$ cat src/hw/rtl/cpf_pkg.sv
// Shared types, codes and constants of the common packet format item parser.
// No dependencies; every other file of the block imports this package.
package cpf_pkg;

  localparam int unsigned INFO_ITEMS_DEF = 2;
  localparam int unsigned CFG_IDX_W      = 8;
  localparam int unsigned CFG_DATA_W     = 16;
  localparam int unsigned OUT_TDATA_W    = 200;

  localparam logic [CFG_IDX_W-1:0] CFG_IDX_O2T = 8'd0;
  localparam logic [CFG_IDX_W-1:0] CFG_IDX_T2O = 8'd1;

  localparam logic [15:0] O2T_TYPE_RESET = 16'h8000;
  localparam logic [15:0] T2O_TYPE_RESET = 16'h8001;

  typedef enum logic [14:0] {
    PH_COUNT     = 15'h0001,
    PH_ADDR_TYPE = 15'h0002,
    PH_ADDR_LEN  = 15'h0004,
    PH_CONN      = 15'h0008,
    PH_SEQ       = 15'h0010,
    PH_DATA_TYPE = 15'h0020,
    PH_DATA_LEN  = 15'h0040,
    PH_SKIP      = 15'h0080,
    PH_INFO_TYPE = 15'h0100,
    PH_INFO_LEN  = 15'h0200,
    PH_INFO_FAM  = 15'h0400,
    PH_INFO_PORT = 15'h0800,
    PH_INFO_ADDR = 15'h1000,
    PH_INFO_ZERO = 15'h2000,
    PH_DONE      = 15'h4000
  } phase_e;

  typedef enum logic [1:0] {
    KIND_ADDR = 2'd0,
    KIND_DATA = 2'd1,
    KIND_INFO = 2'd2
  } kind_e;

  typedef enum logic [1:0] {
    ST_OK       = 2'd0,
    ST_MISMATCH = 2'd1,
    ST_TRUNC    = 2'd2
  } status_e;

  typedef struct packed {
    logic [15:0] type_id;
    logic [15:0] length;
    logic [15:0] family;
    logic [15:0] port;
    logic [31:0] addr;
  } info_t;

  // Per-frame summary handed from the parser to the emitter on the final byte
  typedef struct packed {
    logic [1:0]  status;
    logic [15:0] items_total;
    logic        has_data;
    logic [15:0] addr_type;
    logic [15:0] addr_len;
    logic [31:0] conn_id;
    logic [31:0] seq_num;
    logic [15:0] data_type;
    logic [15:0] data_len;
    logic [15:0] data_offset;
  } frame_sum_t;

  // Result word layout, lowest field last
  typedef struct packed {
    logic [5:0]  pad;
    logic [31:0] socket_addr;
    logic [15:0] socket_port;
    logic [15:0] socket_family;
    logic [15:0] payload_offset;
    logic [31:0] seq_value;
    logic [31:0] connection_id;
    logic [15:0] item_length;
    logic [15:0] type_id;
    logic [15:0] items_total;
    logic [1:0]  status;
  } out_rec_t;

  // Index of the last byte of the field read in a phase
  function automatic logic [2:0] field_last(input phase_e ph);
    logic [2:0] n;
    unique case (ph) inside
      PH_COUNT, PH_ADDR_TYPE, PH_ADDR_LEN, PH_DATA_TYPE, PH_DATA_LEN,
      PH_INFO_TYPE, PH_INFO_LEN, PH_INFO_FAM, PH_INFO_PORT: n = 3'd1;
      PH_CONN, PH_SEQ, PH_INFO_ADDR:                        n = 3'd3;
      PH_INFO_ZERO:                                         n = 3'd7;
      default:                                              n = 3'd0;
    endcase
    return n;
  endfunction

endpackage

$ cat src/hw/rtl/cpf_item_parser_core.sv
// Top level of the common packet format item parser: configuration registers,
// stream handshake and the parser and emitter. Depends on cpf_pkg.
//
// Frame bytes enter on the s_axis channel, one byte per word, tlast on the
// final byte. The parser reads the item count, the address item, the data item
// and up to INFO_ITEMS socket address info items, one byte per cycle. On the
// final byte the frame summary moves into the result register, and the records
// of that frame leave on m_axis, one word per cycle when not stalled: address
// record, data record when the count is two or more, then the completed info
// items; tlast marks the last record, tuser carries the record kind.
// Throughput is one byte per cycle; the first record shows the cycle after the
// final byte is taken. A final byte waits only while the previous frame still
// has records queued past the current cycle, since the result register holds
// one frame; other bytes are never held back, whatever m_axis does.
// Reset returns the parser to the item count and empties the result register;
// the info type registers return to 0x8000 and 0x8001. The cfg channel is
// always ready; indexes other than 0 and 1 are ignored.
module cpf_item_parser_core #(
  parameter int unsigned INFO_ITEMS = cpf_pkg::INFO_ITEMS_DEF
) (
  input  logic                               clk_i,
  input  logic                               rst_ni,
  input  logic                               s_axis_tvalid,
  output logic                               s_axis_tready,
  input  logic [7:0]                         s_axis_tdata,  // [7:0] data_byte
  input  logic                               s_axis_tlast,  // frame_end
  output logic                               m_axis_tvalid,
  input  logic                               m_axis_tready,
  // [1:0] status, [17:2] items_total, [33:18] type_id, [49:34] item_length,
  // [81:50] connection_id, [113:82] seq_value, [129:114] payload_offset,
  // [145:130] socket_family, [161:146] socket_port, [193:162] socket_addr,
  // [199:194] zero
  output logic [cpf_pkg::OUT_TDATA_W-1:0]    m_axis_tdata,
  output logic [1:0]                         m_axis_tuser,  // [1:0] record_kind
  output logic                               m_axis_tlast,  // last_record
  input  logic                               cfg_valid_i,
  output logic                               cfg_ready_o,
  input  logic [cpf_pkg::CFG_IDX_W-1:0]      cfg_index_i,
  input  logic [cpf_pkg::CFG_DATA_W-1:0]     cfg_data_i
);
  import cpf_pkg::*;

  logic [15:0]            o2t_type_q, t2o_type_q;
  logic                   in_accept;
  logic                   can_load;
  frame_sum_t             sum;
  info_t [INFO_ITEMS-1:0] info;
  logic [$clog2(INFO_ITEMS+1)-1:0] info_n;
  out_rec_t               rec;
  kind_e                  kind;

  assign cfg_ready_o = 1'b1;

  always_ff @(posedge clk_i or negedge rst_ni) begin
    if (!rst_ni) begin
      o2t_type_q <= O2T_TYPE_RESET;
      t2o_type_q <= T2O_TYPE_RESET;
    end else if (cfg_valid_i) begin
      unique case (cfg_index_i)
        CFG_IDX_O2T: o2t_type_q <= cfg_data_i;
        CFG_IDX_T2O: t2o_type_q <= cfg_data_i;
        default: ;
      endcase
    end
  end

  // hold a final byte only while the result register stays occupied
  assign s_axis_tready = !s_axis_tlast || can_load;
  assign in_accept     = s_axis_tvalid && s_axis_tready;

  cpf_parser #(
    .INFO_ITEMS (INFO_ITEMS)
  ) u_parser (
    .clk_i       (clk_i),
    .rst_ni      (rst_ni),
    .in_accept_i (in_accept),
    .data_byte_i (s_axis_tdata),
    .frame_end_i (s_axis_tlast),
    .cfg_o2t_i   (o2t_type_q),
    .cfg_t2o_i   (t2o_type_q),
    .sum_o       (sum),
    .info_o      (info),
    .info_n_o    (info_n)
  );

  cpf_emitter #(
    .INFO_ITEMS (INFO_ITEMS)
  ) u_emitter (
    .clk_i      (clk_i),
    .rst_ni     (rst_ni),
    .load_i     (in_accept && s_axis_tlast),
    .sum_i      (sum),
    .info_i     (info),
    .info_n_i   (info_n),
    .m_tready_i (m_axis_tready),
    .can_load_o (can_load),
    .m_tvalid_o (m_axis_tvalid),
    .m_tdata_o  (rec),
    .m_tuser_o  (kind),
    .m_tlast_o  (m_axis_tlast)
  );

  assign m_axis_tdata = rec;
  assign m_axis_tuser = kind;

endmodule

$ cat src/hw/rtl/cpf_parser.sv
// Per-byte frame parser: field assembly, phase sequencing and frame summary.
// Depends on cpf_pkg.
module cpf_parser #(
  parameter int unsigned INFO_ITEMS = cpf_pkg::INFO_ITEMS_DEF
) (
  input  logic                                  clk_i,
  input  logic                                  rst_ni,
  input  logic                                  in_accept_i,
  input  logic [7:0]                            data_byte_i,
  input  logic                                  frame_end_i,
  input  logic [15:0]                           cfg_o2t_i,
  input  logic [15:0]                           cfg_t2o_i,
  output cpf_pkg::frame_sum_t                   sum_o,
  output cpf_pkg::info_t [INFO_ITEMS-1:0]       info_o,
  output logic [$clog2(INFO_ITEMS+1)-1:0]       info_n_o
);
  import cpf_pkg::*;

  localparam int unsigned IdxW = $clog2(INFO_ITEMS + 1);

  phase_e                 phase_q, phase_d;
  logic [15:0]            byte_cnt_q, byte_cnt_d;
  logic [31:0]            shift_q, shift_d;
  logic [2:0]             fidx_q, fidx_d;
  logic [15:0]            skip_q, skip_d;
  logic [15:0]            count_q, count_d;
  logic [15:0]            addr_type_q, addr_type_d, addr_len_q, addr_len_d;
  logic [31:0]            conn_q, conn_d, seq_q, seq_d;
  logic [15:0]            data_type_q, data_type_d, data_len_q, data_len_d;
  logic [15:0]            data_off_q, data_off_d;
  info_t [INFO_ITEMS-1:0] info_q, info_d;
  logic [IdxW-1:0]        info_idx_q, info_idx_d;
  logic                   trail_q, trail_d;

  logic [31:0] acc;
  logic [15:0] word;
  logic        wr_type, wr_len, wr_fam, wr_port, wr_addr;

  function automatic phase_e start_info(input logic [15:0] cnt, input logic [IdxW-1:0] idx);
    logic more;
    more = ({1'b0, cnt} > (17'(idx) + 17'd2)) && (idx < IdxW'(INFO_ITEMS));
    return more ? PH_INFO_TYPE : PH_DONE;
  endfunction

  always_comb begin
    phase_d     = phase_q;
    byte_cnt_d  = byte_cnt_q + 16'd1;
    shift_d     = shift_q;
    fidx_d      = fidx_q;
    skip_d      = skip_q;
    count_d     = count_q;
    addr_type_d = addr_type_q;
    addr_len_d  = addr_len_q;
    conn_d      = conn_q;
    seq_d       = seq_q;
    data_type_d = data_type_q;
    data_len_d  = data_len_q;
    data_off_d  = data_off_q;
    info_d      = info_q;
    info_idx_d  = info_idx_q;
    trail_d     = trail_q;
    wr_type     = 1'b0;
    wr_len      = 1'b0;
    wr_fam      = 1'b0;
    wr_port     = 1'b0;
    wr_addr     = 1'b0;

    // only the first four bytes of a field land in the shifter
    acc  = shift_q | (fidx_q[2] ? 32'd0
                                : ({24'd0, data_byte_i} << {fidx_q[1:0], 3'b000}));
    word = acc[15:0];

    if (phase_q == PH_DONE) begin
      trail_d = 1'b1;
    end else if (phase_q == PH_SKIP) begin
      skip_d = skip_q - 16'd1;
      if (skip_q == 16'd1) begin
        phase_d = start_info(count_q, info_idx_q);
      end
    end else if (fidx_q == field_last(phase_q)) begin
      shift_d = 32'd0;
      fidx_d  = 3'd0;
      unique case (phase_q)
        PH_COUNT: begin
          count_d = word;
          phase_d = (word != 16'd0) ? PH_ADDR_TYPE : PH_DONE;
        end
        PH_ADDR_TYPE: begin
          addr_type_d = word;
          phase_d     = PH_ADDR_LEN;
        end
        PH_ADDR_LEN: begin
          addr_len_d = word;
          if (word >= 16'd4) begin
            phase_d = PH_CONN;
          end else begin
            phase_d = (count_q >= 16'd2) ? PH_DATA_TYPE : PH_DONE;
          end
        end
        PH_CONN: begin
          conn_d = acc;
          if (addr_len_q == 16'd8) begin
            phase_d = PH_SEQ;
          end else begin
            phase_d = (count_q >= 16'd2) ? PH_DATA_TYPE : PH_DONE;
          end
        end
        PH_SEQ: begin
          seq_d   = acc;
          phase_d = (count_q >= 16'd2) ? PH_DATA_TYPE : PH_DONE;
        end
        PH_DATA_TYPE: begin
          data_type_d = word;
          phase_d     = PH_DATA_LEN;
        end
        PH_DATA_LEN: begin
          data_len_d = word;
          data_off_d = byte_cnt_q + 16'd1;
          if (word != 16'd0) begin
            skip_d  = word;
            phase_d = PH_SKIP;
          end else begin
            phase_d = start_info(count_q, info_idx_q);
          end
        end
        PH_INFO_TYPE: begin
          if (word == cfg_o2t_i || word == cfg_t2o_i) begin
            wr_type = 1'b1;
            phase_d = PH_INFO_LEN;
          end else begin
            phase_d = PH_DONE;
          end
        end
        PH_INFO_LEN: begin
          wr_len  = 1'b1;
          phase_d = PH_INFO_FAM;
        end
        PH_INFO_FAM: begin
          wr_fam  = 1'b1;
          phase_d = PH_INFO_PORT;
        end
        PH_INFO_PORT: begin
          wr_port = 1'b1;
          phase_d = PH_INFO_ADDR;
        end
        PH_INFO_ADDR: begin
          wr_addr = 1'b1;
          phase_d = PH_INFO_ZERO;
        end
        PH_INFO_ZERO: begin
          info_idx_d = info_idx_q + IdxW'(1);
          phase_d    = start_info(count_q, info_idx_q + IdxW'(1));
        end
        default: begin
          phase_d = PH_DONE;
        end
      endcase
    end else begin
      shift_d = acc;
      fidx_d  = fidx_q + 3'd1;
    end

    for (int j = 0; j < INFO_ITEMS; j++) begin
      if (info_idx_q == IdxW'(j)) begin
        if (wr_type) info_d[j].type_id = word;
        if (wr_len)  info_d[j].length  = word;
        if (wr_fam)  info_d[j].family  = word;
        if (wr_port) info_d[j].port    = word;
        if (wr_addr) info_d[j].addr    = acc;
      end
    end
  end

  // Summary as it stands after the current byte
  always_comb begin
    if (phase_d != PH_DONE) begin
      sum_o.status = ST_TRUNC;
    end else if (trail_d && count_d <= 16'd2) begin
      sum_o.status = ST_MISMATCH;
    end else begin
      sum_o.status = ST_OK;
    end
    sum_o.items_total = count_d;
    sum_o.has_data    = (count_d >= 16'd2);
    sum_o.addr_type   = addr_type_d;
    sum_o.addr_len    = addr_len_d;
    sum_o.conn_id     = conn_d;
    sum_o.seq_num     = seq_d;
    sum_o.data_type   = data_type_d;
    sum_o.data_len    = data_len_d;
    sum_o.data_offset = data_off_d;
  end

  assign info_o   = info_d;
  assign info_n_o = info_idx_d;

  always_ff @(posedge clk_i or negedge rst_ni) begin
    if (!rst_ni) begin
      phase_q     <= PH_COUNT;
      byte_cnt_q  <= '0;
      shift_q     <= '0;
      fidx_q      <= '0;
      skip_q      <= '0;
      count_q     <= '0;
      addr_type_q <= '0;
      addr_len_q  <= '0;
      conn_q      <= '0;
      seq_q       <= '0;
      data_type_q <= '0;
      data_len_q  <= '0;
      data_off_q  <= '0;
      info_q      <= '0;
      info_idx_q  <= '0;
      trail_q     <= 1'b0;
    end else if (in_accept_i) begin
      if (frame_end_i) begin
        // drop all per-frame state once the summary is taken
        phase_q     <= PH_COUNT;
        byte_cnt_q  <= '0;
        shift_q     <= '0;
        fidx_q      <= '0;
        skip_q      <= '0;
        count_q     <= '0;
        addr_type_q <= '0;
        addr_len_q  <= '0;
        conn_q      <= '0;
        seq_q       <= '0;
        data_type_q <= '0;
        data_len_q  <= '0;
        data_off_q  <= '0;
        info_q      <= '0;
        info_idx_q  <= '0;
        trail_q     <= 1'b0;
      end else begin
        phase_q     <= phase_d;
        byte_cnt_q  <= byte_cnt_d;
        shift_q     <= shift_d;
        fidx_q      <= fidx_d;
        skip_q      <= skip_d;
        count_q     <= count_d;
        addr_type_q <= addr_type_d;
        addr_len_q  <= addr_len_d;
        conn_q      <= conn_d;
        seq_q       <= seq_d;
        data_type_q <= data_type_d;
        data_len_q  <= data_len_d;
        data_off_q  <= data_off_d;
        info_q      <= info_d;
        info_idx_q  <= info_idx_d;
        trail_q     <= trail_d;
      end
    end
  end

endmodule

$ cat src/hw/rtl/cpf_emitter.sv
// Result register and record sequencer: holds one frame summary and sends
// its records one word per cycle while m_tready_i is high. Depends on cpf_pkg.
module cpf_emitter #(
  parameter int unsigned INFO_ITEMS = cpf_pkg::INFO_ITEMS_DEF
) (
  input  logic                            clk_i,
  input  logic                            rst_ni,
  input  logic                            load_i,
  input  cpf_pkg::frame_sum_t             sum_i,
  input  cpf_pkg::info_t [INFO_ITEMS-1:0] info_i,
  input  logic [$clog2(INFO_ITEMS+1)-1:0] info_n_i,
  input  logic                            m_tready_i,
  output logic                            can_load_o,
  output logic                            m_tvalid_o,
  output cpf_pkg::out_rec_t               m_tdata_o,
  output cpf_pkg::kind_e                  m_tuser_o,
  output logic                            m_tlast_o
);
  import cpf_pkg::*;

  localparam int unsigned RecW = $clog2(INFO_ITEMS + 2);

  frame_sum_t             sum_q;
  info_t [INFO_ITEMS-1:0] info_q;
  logic                   busy_q;
  logic [RecW-1:0]        idx_q;
  logic [RecW-1:0]        last_q;
  logic                   is_last;

  assign is_last    = (idx_q == last_q);
  assign can_load_o = !busy_q || (m_tready_i && is_last);
  assign m_tvalid_o = busy_q;
  assign m_tlast_o  = is_last;

  always_ff @(posedge clk_i or negedge rst_ni) begin
    if (!rst_ni) begin
      busy_q <= 1'b0;
      idx_q  <= '0;
      last_q <= '0;
    end else if (load_i) begin
      busy_q <= 1'b1;
      idx_q  <= '0;
      last_q <= RecW'(sum_i.has_data) + RecW'(info_n_i);
    end else if (busy_q && m_tready_i) begin
      if (is_last) begin
        busy_q <= 1'b0;
      end else begin
        idx_q <= idx_q + RecW'(1);
      end
    end
  end

  always_ff @(posedge clk_i) begin
    if (load_i) begin
      sum_q  <= sum_i;
      info_q <= info_i;
    end
  end

  // Address record first, then data, then the info items in order
  always_comb begin
    m_tdata_o             = '0;
    m_tdata_o.status      = sum_q.status;
    m_tdata_o.items_total = sum_q.items_total;
    m_tuser_o             = KIND_ADDR;
    if (idx_q == '0) begin
      m_tdata_o.type_id       = sum_q.addr_type;
      m_tdata_o.item_length   = sum_q.addr_len;
      m_tdata_o.connection_id = sum_q.conn_id;
      m_tdata_o.seq_value     = sum_q.seq_num;
    end else if (idx_q == RecW'(1)) begin
      m_tuser_o                = KIND_DATA;
      m_tdata_o.type_id        = sum_q.data_type;
      m_tdata_o.item_length    = sum_q.data_len;
      m_tdata_o.payload_offset = sum_q.data_offset;
    end else begin
      m_tuser_o = KIND_INFO;
      for (int j = 0; j < INFO_ITEMS; j++) begin
        if (idx_q == RecW'(j + 2)) begin
          m_tdata_o.type_id       = info_q[j].type_id;
          m_tdata_o.item_length   = info_q[j].length;
          m_tdata_o.socket_family = info_q[j].family;
          m_tdata_o.socket_port   = info_q[j].port;
          m_tdata_o.socket_addr   = info_q[j].addr;
        end
      end
    end
  end

endmodule

$ cat config.mk
export PLATFORM = sky130hd
export DESIGN_NAME = cpf_item_parser_core
export DESIGN_NICKNAME = d
export VERILOG_FILES = /design/src/hw/rtl/cpf_pkg.sv /design/src/hw/rtl/cpf_item_parser_core.sv /design/src/hw/rtl/cpf_parser.sv /design/src/hw/rtl/cpf_emitter.sv
export SDC_FILE = /design/constraint.sdc
export NUM_CORES = 1
export LEC_CHECK = 0
export BUFFER_PORTS_ARGS = -buffer_cell sky130_fd_sc_hd__buf_4
export CORE_MARGIN = 2
export CORE_UTILIZATION = 30
export DETAILED_ROUTE_END_ITERATION = 10
export PLACE_DENSITY = 0.46
export RECOVER_POWER = 100
export SLEW_MARGIN = 10
export SYNTH_ARGS = -nofsm -noshare
export SYNTH_HDL_FRONTEND = slang
export SYNTH_SLANG_ARGS = --single-unit
$ cat constraint.sdc
create_clock -name clk_i -period 11 [get_ports clk_i]
set_clock_uncertainty 0.05 [all_clocks]
set_input_delay 0 -clock clk_i [delete_from_list [all_inputs] [get_ports clk_i]]
set_output_delay 0 -clock clk_i [all_outputs]
set_load 0.02 [all_outputs]
==> flow_summary_export.csv, run 1 <==
group,metric,value,unit
cts,clock_sinks,828,
flow_run,cap_viol_max_count,23,
sta,hold_viol,0,
finish,multi_input_area,0.0154,mm²
cts,clk_path_buf_depth,3,
drt,wl,140,mm
yosys,seq_area_frac_synth,0.568,
floorplanning,initial_core_util,0.302,
floorplanning,die_area,0.135,mm²
floorplanning,die_h,367,µm
power,p_leak,18.0,nW
finish,fin_util,0.349,
yosys,synth_top_family_by_area,"compound AO/OA/AOI/OAI gates",
sta,rsz0062_at_grt,"false",
placed_design,gp_congestion,0.866,
yosys,netlist-cell-type-count,95,
yosys,synth_edf_count,354,
yosys,ys_warn_count,0,
drt,detail_route.iter0.violations,2615,
grt,antenna_found_initial,1,
cts,clkTransAtPathRegs,0.06,ns
yosys,synthAdderAreaFrac,0.00537,
finish,area_growth,15.6,%
yosys,synthFlopType,"dfrtp_1",
cts,cts_made_buffers,94,
cts,ctsResizeCount,0,
sta,drv_slew,1216,
grt,grt_pass1_vias,29948,
critical_path,worstSetupPathType,"flop to output pin",
yosys,syn_inst,4078,
floorplanning,num_rows,133,
finish,fill_cells,13434,
sta,clock.fmax,132,MHz
finish,seqCellArea,0.0225,mm²
placed_design,numPortBuffers,236,
critical_path,cp.required,10.95,ns
sta,fin_tns_setup,0,ns
cts,post_cts_buffers,0,
drt,wl_per_cell,23.2,µm
sta,fin_crit,7.55,ns
sta,hold_ws,0.0624,ns
yosys,synthTopCellsByArea,"dfrtp_1, edfxtp_1, nand2_1",
yosys,synth-compound-area-share,0.189,
finish,mostFrequentLayoutCell,"nand2_1",
yosys,synth_top_area_share,0.297,
critical_path,start_kind,"flop",
placed_design,dp_hpwl,84.6,mm
grt,grt_first_pass_wirelength,206,mm
status,status,"finished with violations",
grt,grtUsageTotal,0.202,
drt,drc,0,
yosys,synthSimpleGateAreaFrac,0.169,
finish,layout_common_cells,"nand2_1, o21ai_0, dfrtp_1",
critical_path,crit_path_max_fanout,69,
cts,clockRootBuffer,"clkbuf_16",
status,violations,"max-capacitance violations, max-slew violations",
critical_path,critPathCaptureType,"output pin",
worst_hold_path,hold_path_class,"primary input to flop",
power,vdd_drop_max,134,µV
finish,drive_gt1_frac,0.0964,
drt,vias,31372,
sta,report.final.setup_viol,0,
drt,first_pass_iters,6,
floorplanning,io_pins,244,
yosys,syn_avg_cell_area,9.71,µm²
power,power_density,257,mW/mm²
yosys,synth_mux_area_frac,0.0150,
yosys,ys_ff_latch,828,
sta,period_share,0.686,
grt,gr-total-overflow,0,
grt,grt_max_degree,152,
floorplanning,core_area,0.131,mm²
finish,nets,4238,
cts,clk_latency,0.72,ns
drt,viasPerCell,5.21,
cts,cts_tree,"yes",
yosys,synthArstFlopShare,0.572,
yosys,synthXorXnorAreaFrac,0.00638,
cts,cts-hold-fix-buffers,47,
yosys,yosysTopAreaCell,"dfrtp_1",
sta,slew_headroom,-2.10,
floorplanning,die_w,367,µm
critical_path,crit_arrival,7.50,ns
cts,h-tree-depth,3,
sta,tightest_slew,4.64,ns
yosys,synth_area,0.0396,mm²
drt,drtAntennaViolNets,0,
==> power breakdown <==
| part | total, mW | switching (mW) | leakage [nW] | internal (mW) |
|---|---|---|---|---|
| Sequential | 4.28 | 0.387 | 9.71 | 3.89 |
| Combinational | 4.23 | 3.07 | 6.75 | 1.16 |
| Clock | 3.26 | 1.36 | 1.54 | 1.90 |
==> critical path, stage by stage, from the launching register on <==
cell      delay (ns)
dfrtp_1         0.48
inv_1           0.17
ha_2            0.18
clkbuf_1        2.16
inv_1           0.09
clkbuf_1        0.94
nand2_1         1.53
o22ai_1         0.43
a21oi_1         0.44
clkbuf_1        0.30
==> cell usage after synthesis (all sizes together) (21+ instances only) <==
cell / count
mux2: 34
nor4: 55
a22o: 39
clkbuf: 237
o22ai: 36
and2: 100
buf: 123
a22oi: 43
inv: 58
o2bb2ai: 34
nor3: 53
nor2: 279
edfxtp: 354
o21ai: 645
a21boi: 62
dfrtp: 470
nand3: 87
nand2: 767
nand4: 23
a21oi: 275
mux2i: 21
==> per-stage QoR <==
stage | instance area (µm²) | instances | setup WS, ns | total power [mW]
final | 45800 | 6024 | 3.45 | 11.8
after global routing | 45700 | 6018 | 2.79 | 12.4
after CTS | 46500 | 6018 | 5.90 | 12.1
after global placement | 42900 | 5795 | 5.97 | 8.75
after floorplan | 39600 | 4083 | 1.58 | 6.83
after detailed placement | 42900 | 5795 | 5.95 | 8.78
==> metal layers <==
metal	wire [µm]	track usage	vias to the layer above
met5	0	0	-
met4	3740	0.0593	0
met3	6690	0.0224	150
met2	63700	0.318	795
met1	65500	0.294	15759
li1	-	-	14668
==> sequential cells by signal, indices dropped and copies added, names as in the netlist, 18 cells and up <==
signal and cells:
u_emitter.sum_q 144, u_emitter.m_tdata_o 18, u_parser.seq_q 32, u_parser.info_q 192, u_parser.conn_q 32, u_parser.shift_q 32
u_emitter.info_q 192
==> kinds of logic (layout without fill, tap and decap cells) <==
logic type               count (synthesis)  after routing
other                                    2             13
flip-flops                             828            828
adder cells (fa/ha/maj)                 17             17
multiplexers                            55             55
buffers and inverters                  418            598
AO/OA/AOI/OAI                         1265           1265
AND/OR/NAND/NOR                       1468           1468
XOR/XNOR                                25             25
==> cell type report <==
| type | count | area share |
|---|---|---|
| Multi-Input combinational cell | 2837 | 0.336 |
| Clock inverter | 37 | 0.00850 |
| Clock buffer | 139 | 0.0602 |
| Antenna cell | 6 | 0.000328 |
| Sequential cell | 828 | 0.492 |
| Tap cell | 1755 | 0.0480 |
| Inverter | 58 | 0.00492 |
| Timing Repair Buffer | 364 | 0.0509 |
==> worst paths after layout <==
kind / startpoint / endpoint / slack (ns) / cells after the start
min in group asynchronous: rst_ni / t2o_type_q[15] / 0.89 / 3
worst min-delay path: cfg_data_i[0] / o2t_type_q[0] / 0.06 / 3
worst max register to register: u_parser.phase_q[9] / u_parser.data_len_q[1] / 3.56 / 11
worst min register to register: u_parser.info_q[17] / u_parser.info_q[17] / 0.42 / 2
max in group asynchronous: rst_ni / u_parser.seq_q[15] / 5.47 / 4
worst max-delay path: u_emitter.idx_q[0] / m_axis_tdata[38] / 3.45 / 9
No activity file was read; power rests on OpenSTA's default activity.
==> run 2, diff against run 1 <==
--- a/config.mk
+++ b/config.mk
@@ -5,11 +5,12 @@
 export SDC_FILE = /design/constraint.sdc
 export NUM_CORES = 1
 export LEC_CHECK = 0
+export ABC_AREA = 1
 export BUFFER_PORTS_ARGS = -buffer_cell sky130_fd_sc_hd__buf_4
 export CORE_MARGIN = 2
 export CORE_UTILIZATION = 30
 export DETAILED_ROUTE_END_ITERATION = 10
-export PLACE_DENSITY = 0.46
+export PLACE_DENSITY = 0.48
 export RECOVER_POWER = 100
 export SLEW_MARGIN = 10
 export SYNTH_ARGS = -nofsm -noshare
==> constraint.sdc (replaced) <==
create_clock -name clk_i -period 6.29 [get_ports clk_i]
set_clock_uncertainty 0.05 [all_clocks]
set_input_delay 0 -clock clk_i [delete_from_list [all_inputs] [get_ports clk_i]]
set_output_delay 0 -clock clk_i [all_outputs]
set_load 0.02 [all_outputs]
==> flow_summary_export.csv, run 2 <==
group,metric,value,unit
yosys,synth_edf_count,354,
cts,clk_latency,0.69,ns
cts,ctsResizeCount,0,
finish,top_regs,"u_emitter.info_q x192, u_parser.info_q x192, u_emitter.sum_q x144",
cts,cts_made_buffers,95,
sta,tightest_slew,4.22,ns
critical_path,critPathTopFamily,"simple AND/OR/NAND/NOR gates",
critical_path,cp.required,6.78,ns
drt,detail_route.iter0.violations,2509,
sta,setup_ws,0.996,ns
sta,fin_crit,5.29,ns
sta,clock.fmax,189,MHz
cts,clkTransAtPathRegs,0.06,ns
finish,mostFrequentLayoutCell,"nand2_1",
yosys,netlist-cell-type-count,51,
cts,cts_tree,"yes",
finish,area_growth,14.4,%
floorplanning,die_w,362,µm
yosys,seq_area_frac_synth,0.584,
finish,layout_common_cells,"nand2_1, inv_1, dfrtp_1",
drt,vias,30399,
floorplanning,initial_core_util,0.302,
yosys,synthArstFlopShare,0.572,
drt,drc,0,
floorplanning,die_area,0.131,mm²
grt,gr-total-overflow,0,
sta,drv_slew,1267,
yosys,synthFlopType,"dfrtp_1",
grt,grt_max_degree,172,
critical_path,critPathCaptureType,"flop",
floorplanning,die_h,362,µm
grt,grt_first_pass_wirelength,186,mm
yosys,synth_top_area_share,0.305,
grt,antenna_found_initial,4,
grt,grt-busiest-layer,"met2",
flow_run,cap_viol_max_count,19,
floorplanning,core_area,0.128,mm²
cts,clockRootBuffer,"clkbuf_16",
yosys,syn_avg_cell_area,8.70,µm²
yosys,synth.most_common_cell,"nand2_1",
drt,first_pass_iters,5,
cts,h-tree-depth,3,
placed_design,pre_cts_ws,1.49,ns
grt,grt_use_met2,0.288,
worst_hold_path,hold_depth,4,
placed_design,gp_congestion,0.851,
critical_path,crit_path_max_fanout,101,
grt,grt_pass1_vias,28810,
drt,viasPerCell,4.81,
yosys,synthTopCellsByArea,"dfrtp_1, edfxtp_1, nand2_1",
yosys,yosysTopAreaCell,"dfrtp_1",
status,status,"finished with violations",
yosys,synthTopCellsByCount,"nand2_1, inv_1, dfrtp_1",
drt,wl_per_cell,19.6,µm
finish,drive_gt1_frac,0.0591,
critical_path,worstSetupPathType,"flop to flop",
critical_path,cpPeakStageDelay,1.25,ns
placed_design,dp_hpwl,76.6,mm
placed_design,numPortBuffers,236,
floorplanning,num_rows,131,
grt,use_met1,0.265,
critical_path,r2r_cells,9,
cts,clock_sinks,828,
finish,fin_util,0.346,
yosys,ys_ff_latch,828,
sta,hold_viol,12,
grt,use_met3,0.0264,
yosys,synth_area,0.0385,mm²
critical_path,start_kind,"flop",
yosys,ys_warn_count,0,
finish,nets,4625,
yosys,syn_inst,4431,
sta,slew_headroom,-1.81,
sta,period_share,0.842,
sta,hold_ws,-0.0746,ns
worst_hold_path,hold_path_class,"primary input to flop",
power,power_density,403,mW/mm²
power,p_leak,21.2,nW
critical_path,worst-path-buf-inv,2,
floorplanning,io_pins,244,
status,violations,"negative hold slack, max-capacitance violations, max-slew violations",
critical_path,slowest_stage,"nor2_1",
power,total_power,17.8,mW
critical_path,path_depth,9,
cts,clk_path_buf_depth,3,
drt,drtAntennaViolNets,0,
sta,rsz0062_at_grt,"false",
drt,wl,124,mm
sta,report.final.setup_viol,0,
critical_path,crit_arrival,5.79,ns
power,vdd_drop_max,256,µV
critical_path,crit_chain,"or2_2, a21oi_1, nand2_2, nand3_1, nand2_8, nor2_1, inv_6, clkbuf_2, o22ai_1",
grt,grtUsageTotal,0.187,
run 2: cell count changes after synthesis, sizes merged, moves of 35 or more:
cell / change
nand2: +647
inv: +548
o21ai: -194
a21oi: -190
o22ai: +148
and2: -99
a21boi: -62
nor4: -51
buf: -44
clkbuf: -39
a22o: -38
nor3: -35
run 2: layout make-up:
class / instances / area (µm²)
Clock buffer: 144 / 2680
Sequential cell: 828 / 22500
Fill cell: 13379 / 83400
Timing Repair Buffer: 314 / 1730
Clock inverter: 36 / 333
Antenna cell: 1 / 2.50
Tap cell: 1662 / 2080
Inverter: 608 / 2290
Multi-Input combinational cell: 2723 / 12500
run 2: final timing paths:
| path | startpoint | endpoint | slack (ns) |
|---|---|---|---|
| setup / recovery | u_emitter.idx_q[0] | u_parser.conn_q[10] | 1.0 |
| hold / removal | s_axis_tvalid | u_parser.data_off_q[0] | -0.07 |
| setup reg to reg | u_emitter.idx_q[0] | u_parser.conn_q[10] | 1.0 |
| hold reg to reg | u_parser.info_q[7] | u_parser.info_q[7] | 0.43 |
| max in group asynchronous | rst_ni | u_parser.seq_q[23] | 1.54 |
| min in group asynchronous | rst_ni | u_parser.info_q[157] | 1.67 |
run 2: layer usage:
metal	part of all wire	routed length [µm]	vias to the layer above
met5	0.00024	30	-
met4	0.038	4780	4
met3	0.050	6190	187
met2	0.44	55200	795
met1	0.47	57900	14829
li1	-	-	14584
run 2: worst register-to-register path: cells and delay by family, from the launching register on:
kind | cells | cell delay (ns)
and+or+nand+nor | 5 | 2.23
buffers and inverters | 2 | 1.62
AOI/OAI and AO/OA | 2 | 0.81
DFF | 1 | 0.45
run 2: where the power goes:
group	switching, mW	internal (mW)	total [mW]
registers	0.243	6.14	6.38
logic	4.77	1.24	6.01
clock network	2.34	3.05	5.38
total	7.35	10.4	17.8
run 2: kinds of logic (layout without fill, tap and decap cells):
family,Yosys count,after routing,synth area share
compound gates,857,857,0.129
xor+xnor,20,20,0.00454
fa+ha+maj,17,17,0.00552
buf+inv,885,1102,0.0907
flops,828,828,0.584
mux,1,1,0.000260
other cells,2,8,0.000195
simple gates,1821,1821,0.187
run 2: repair_timing:
action                                 CTS  global route
setup buffers                            0             0
endpoints found under the hold margin  182             0
hold buffers                            30             0
run 2: per-stage QoR:
step / cell area, µm² / TNS [ns] / std cells
after global placement: 41800 / 0 / 6105
after detailed placement: 41800 / 0 / 6105
final: 44100 / 0 / 6316
after CTS: 45200 / 0 / 6315
after global routing: 44100 / 0 / 6315
after floorplan: 38600 / -281.68 / 4436
